[src/rtl/hmb_pkg.sv]
package hmb_pkg;

  // Defaults for the top-level parameters
  localparam int HIST_BINS_DEF = 512;
  localparam int ADC_BITS_DEF  = 14;

  // Field widths
  localparam int SAMPLE_W = 14;
  localparam int HIGH_W   = 15;
  localparam int COUNT_W  = 11;
  localparam int BASE_W   = 17;
  localparam int CFG_W    = 15;
  localparam int CFG_IDX_W = 2;

  // Saturation limits
  localparam logic [COUNT_W-1:0] COUNT_MAX = '1;
  localparam logic [COUNT_W-1:0] INDEX_MAX = '1;

  // Register reset values
  localparam logic [SAMPLE_W-1:0] WINDOW_LOW_RST      = 14'd1300;
  localparam logic [HIGH_W-1:0]   WINDOW_HIGH_RST     = 15'd1800;
  localparam logic [COUNT_W-1:0]  COUNTED_SAMPLES_RST = 11'd1000;

  // Register indexes
  localparam logic [CFG_IDX_W-1:0] REG_WINDOW_LOW      = 2'd0;
  localparam logic [CFG_IDX_W-1:0] REG_WINDOW_HIGH     = 2'd1;
  localparam logic [CFG_IDX_W-1:0] REG_COUNTED_SAMPLES = 2'd2;

  typedef struct packed {
    logic [SAMPLE_W-1:0] sample;
    logic                last_sample;
  } hmb_in_t;

  typedef struct packed {
    logic [BASE_W-1:0]  baseline_q3;
    logic [COUNT_W-1:0] peak_count;
  } hmb_out_t;

  // Commands from the controller to the datapath
  typedef struct packed {
    logic take;    // latch the item and read its bin
    logic bump;    // write back the incremented bin
    logic sweep;   // clear the bin under the sweep counter and advance
    logic scan;    // feed the swept bin into the mode search
    logic report;  // present the result
  } hmb_cmd_t;

  // Status from the datapath to the controller
  typedef struct packed {
    logic sweep_end;  // sweep counter is on the last bin
    logic last_item;  // latched item closes the waveform
  } hmb_stat_t;

endpackage

[src/rtl/hmb_ctrl.sv]
module hmb_ctrl (
  input  logic              clk,
  input  logic              rst,
  input  logic              start,
  output logic              busy,
  input  hmb_pkg::hmb_stat_t stat,
  output hmb_pkg::hmb_cmd_t  cmd
);

  typedef enum logic [5:0] {
    S_CLEAR  = 6'b000001,
    S_IDLE   = 6'b000010,
    S_BUMP   = 6'b000100,
    S_SCAN   = 6'b001000,
    S_DRAIN  = 6'b010000,
    S_REPORT = 6'b100000
  } state_t;

  state_t state, state_next;

  // Sequence the fill, scan and clear of the histogram
  always_comb begin
    state_next = state;
    case (state)
      S_CLEAR:  if (stat.sweep_end) state_next = S_IDLE;
      S_IDLE:   if (start) state_next = S_BUMP;
      S_BUMP:   state_next = stat.last_item ? S_SCAN : S_IDLE;
      S_SCAN:   if (stat.sweep_end) state_next = S_DRAIN;
      S_DRAIN:  state_next = S_REPORT;
      S_REPORT: state_next = S_IDLE;
      default:  state_next = S_CLEAR;
    endcase
  end

  always_ff @(posedge clk) begin
    if (rst) begin
      state <= S_CLEAR;
    end else begin
      state <= state_next;
    end
  end

  // Decode commands
  always_comb begin
    busy       = (state != S_IDLE);
    cmd.take   = start && (state == S_IDLE);
    cmd.bump   = (state == S_BUMP);
    cmd.sweep  = (state == S_CLEAR) || (state == S_SCAN);
    cmd.scan   = (state == S_SCAN);
    cmd.report = (state == S_REPORT);
  end

endmodule

[config.mk]
export PLATFORM = sky130hd
export DESIGN_NAME = hmb_ctrl
export DESIGN_NICKNAME = d
export VERILOG_FILES = /design/src/rtl/hmb_pkg.sv /design/src/rtl/hmb_ctrl.sv
export SDC_FILE = /design/constraint.sdc
export NUM_CORES = 1
export LEC_CHECK = 0
export ABC_AREA = 1
export BUFFER_PORTS_ARGS = -buffer_cell sky130_fd_sc_hd__buf_2
export CAP_MARGIN = 30
export CELL_PAD_IN_SITES_DETAIL_PLACEMENT = 1
export CELL_PAD_IN_SITES_GLOBAL_PLACEMENT = 2
export CORE_MARGIN = 2
export CORE_UTILIZATION = 25
export DETAILED_ROUTE_END_ITERATION = 8
export PLACE_DENSITY = 0.73
export SYNTH_ARGS = -nofsm -noshare
export SYNTH_HDL_FRONTEND = slang
export SYNTH_SLANG_ARGS = --single-unit
[constraint.sdc]
create_clock -name clk -period 1.06 [get_ports clk]
set_input_delay 0.265 -clock clk [delete_from_list [all_inputs] [get_ports clk]]
set_output_delay 0.265 -clock clk [all_outputs]
set_load 0.005 [all_outputs]
==> summary.md <==
| Metric | Value |
|---|---|
| Status | complete, but fails checks |
| Violated checks | setup timing |
| Switching Share | 34.0% |
| Area occupied by multi-input gates | 290 sq um |
| Registers with the most flip-flops | state: 6 flops |
| Setup slack after layout | -333 ps |
| Filler Cells Inserted | 195 |
| Standby leakage power | 0.342 nW |
| Post-synthesis instance area | 397 sq um |
| Critical Path Fanout Max | 5 |
| Finished layout cell area | 684 sq um |
| Logic depth of the worst register-to-register path | 8 |
| Total design power | 798 uW |
| Worst slack on hold paths | 281 ps |
| Number of antenna violations at the first check in global routing | 0 |
| Worst min path class | input port to flip-flop |
| Placeable core region | 1490 sq um |
| Cell area reported after detailed placement | 513 sq um |
| Wirelength per Cell | 13.7 microns |
| Setup TNS after final layout | -2200 ps |
| Die X | 43.8 microns |
| Tmin final | 1390 ps |
| Count of buffers inserted at the top-level ports | 10 |
| Final-report max-slew violation count | 0 |
| Number of storage elements in the synthesis netlist | 6 |
| Commonest non-fill, non-tap cell in the layout | sky130_fd_sc_hd__inv_1 |
| Final count of hold timing violations | 0 |
| Gp weighted congestion | 0.699 |
| Die Area | 1920 sq um |
| Overflow after GRT | 0 |
| Worst-Skew Late Latency | 240 ps |
| Register bank with the most flops | state |
| Hold endpoint | state[4]$_SDFFE_PP0P_ |
| Worst Skew | 2.53 ps |
| Final setup violation count | 11 |
| Height of the chip | 43.8 microns |
| First-pass iteration count of the detailed router | 2 |
| Sink count of the clock tree | 6 |
| R2r endpoint | state[1]$_SDFFE_PP0P_ |
| Largest vdd supply drop | 0.000629 V |
| Startpoint types | flip-flop |
| Hold-fix buffers at CTS | 0 |
| Vias in the first global route | 449 |
| Cell chain of the critical path | nor2_4 -> nand3_4 -> nand2_2 -> buf_2 |
| Nets | 89 |
| Deepest level of the CTS H-tree | 1 |
| Most area-hungry cell type in the Yosys netlist | sky130_fd_sc_hd__dfxtp_1 |
| Global-route usage over all layers | 16.0% |
| CTS tree | done |
| Largest cells by area after synthesis | sky130_fd_sc_hd__dfxtp_1 30%, sky130_fd_sc_hd__inv_1 9.5%, sky130_fd_sc_hd__nor2_4 8.5% |
| Comb pwr share | 38.8% |
| Pwr per Cell Area | 1170 nW/um^2 |
| Least-Margin Pin Slew | 240 ps |
| Clock power share | 26.2% |
| Area Growth Syn to Fin | 72.6% |
| Total number of yosys warnings | 0 |
| Capturing element type of the critical path | output pin |
| Number of flip-flops under the largest register name | 6 |
| First-pass GRT wire length | 2080 microns |
| Vias per inst | 4.55 |
| Largest net degree at the start of global routing | 7 |
| Syn Inst Count | 56 |
| Tcrit/Tclk final | 131% |
| Final core area utilization | 46.0% |
| Worst max-slew margin expressed relative to the limit | 84.0% |
| Ratio of cells with drive above 1 in the final layout | 70.7% |
| Number of clock buffers inserted by TritonCTS | 3 |
| RSZ-0062 raised after global routing | yes |
| Total wirelength of the detailed-routed design | 1350 microns |
| Required time worst endpoint | 790 ps |
| Drc violations | 0 |
| Worst reg2reg path startpoint | state[4]$_SDFFE_PP0P_ |
| Family with the most delay on the worst path | simple AND/OR/NAND/NOR gates |
| Type of the setup path with the least slack | flip-flop to output pin |
| Mean post-synth cell area | 7.08 sq um |
| Unique cell type count in the Yosys netlist | 16 |
| Number of design-rule violations left by the first detailed-router iteration | 1 |
| Combined flip-flop and latch cell area | 130 sq um |
| Sequential group share of total power | 35.0% |
| DR vias | 446 |
| Total net switching power | 272 uW |
| Count of placed standard cells including taps | 88 |
| R2R setup slack | -90 ps |
| Hold Path Depth | 3 |
| Critical path buffers and inverters | 1 |
| # diodes | 0 |
| Initial Utilization | 26.6% |
| Placed wire-length estimate after detailed placement | 894 microns |
| Maximum clock frequency | 0.718 GHz |
| Endpoint arrival time on the critical path | 1130 ps |
| Seq/Total Area, Yosys | 30.3% |
| Internal Pwr Total | 526 uW |
| Setup slack after placement | -115 ps |
| Most used cells in the layout excluding fill and tap cells | 10 x sky130_fd_sc_hd__inv_1, 9 x sky130_fd_sc_hd__buf_2, 8 x sky130_fd_sc_hd__buf_4 |
| Max Root-Sink Buffers | 2 |
| Cell row count | 14 |
| Max stage delay on crit path | 320 ps |
| Total I/O pin count | 11 |
| Post-route ant nets | 0 |
| Clock Tree Root | sky130_fd_sc_hd__clkbuf_4 |
| Worst-path clk slew | 40 ps |
| Fraction of post-synthesis cell area in the top cell type by area | 30.3% |
| Min-delay src | stat[1] |
| Post-Layout Cell Count | 98 |
| Slowest cell on crit path | sky130_fd_sc_hd__dfxtp_2 |
| Number of nets in the synthesized netlist | 61 |
| Number of max-cap violations | 0 |
==> what timing repair did <==
action / CTS / global route
cloned: 0 / 0
gates resized for setup: 12 / 14
hold endpoints to repair: 0 / 0
setup buffers: 6 / 3
pin swaps: 8 / 6
endpoints found under the setup margin: 11 / 12
==> layout make-up <==
cell class | instances | area share (%)
Clock buffer | 3 | 3.29
Multi-Input combinational cell | 37 | 42.4
Inverter | 13 | 7.13
Tap cell | 16 | 2.93
Sequential cell | 6 | 19.0
Timing Repair Buffer | 23 | 25.2
==> worst max path at each step <==
stage                     startpoint     end  slack (ps)  cells past startpoint
5_1_grt        state[4]$_SDFFE_PP0P_  cmd[2]        -420                      4
3_3_place_gp   state[1]$_SDFFE_PP0P_  cmd[4]        -100                      5
3_5_place_dp   state[2]$_SDFFE_PP0P_  cmd[3]        -110                      4
4_1_cts        state[5]$_SDFFE_PP0P_  cmd[2]        -330                      4
6_report       state[4]$_SDFFE_PP0P_  cmd[2]        -330                      4
2_1_floorplan  state[1]$_SDFFE_PP0P_  cmd[4]          50                      4
==> cells by family (layout without fill, tap and decap cells) <==
| family | after synthesis | in the layout | synth area share, % |
|---|---|---|---|
| simple gates | 35 | 35 | 53.9 |
| compound gates | 2 | 2 | 3.47 |
| flops | 6 | 6 | 30.3 |
| buf+inv | 13 | 39 | 12.3 |
==> cell usage after synthesis <==
master and number:
sky130_fd_sc_hd__inv_1 10, sky130_fd_sc_hd__nor2_1 5, sky130_fd_sc_hd__nand3_1 1, sky130_fd_sc_hd__a21oi_2 1, sky130_fd_sc_hd__inv_2 3, sky130_fd_sc_hd__nand2_2 3
sky130_fd_sc_hd__a21oi_1 1, sky130_fd_sc_hd__and3_4 1, sky130_fd_sc_hd__nor4_1 1, sky130_fd_sc_hd__nor2_2 4, sky130_fd_sc_hd__dfxtp_1 6, sky130_fd_sc_hd__nand3_2 3
sky130_fd_sc_hd__nand4_1 4, sky130_fd_sc_hd__nor2_4 3, sky130_fd_sc_hd__nor3_1 2, sky130_fd_sc_hd__nand2_1 8
==> worst register-to-register path: stages, from the launching register on <==
cell	delay [ps]
sky130_fd_sc_hd__dfxtp_2	320
sky130_fd_sc_hd__nor2_4	230
sky130_fd_sc_hd__nand3_4	130
sky130_fd_sc_hd__nand2_2	90
sky130_fd_sc_hd__buf_4	100
sky130_fd_sc_hd__nand2_2	50
sky130_fd_sc_hd__nand2_2	60
sky130_fd_sc_hd__nor2_2	40
sky130_fd_sc_hd__nor2_2	60
==> per-layer routing <==
layer | track usage [%] | up-vias | share of wire [%]
met3 | 2.50 | 4 | 2.7
met1 | 17.4 | 204 | 46
met2 | 26.2 | 10 | 48
li1 | - | 228 | -
met5 | 0 | - | 0
met4 | 14.5 | 0 | 3.8
==> power by group through the flow <==
stage / logic, mW / clock network, mW / registers (mW)
floorplan: 0.148 / 0 / 0.270
global placement: 0.238 / 0 / 0.274
detailed placement: 0.238 / 0 / 0.274
CTS: 0.266 / 0.226 / 0.275
global route: 0.344 / 0.235 / 0.280
finish: 0.310 / 0.209 / 0.279
Note: power is estimated with default switching activity, not from simulation.
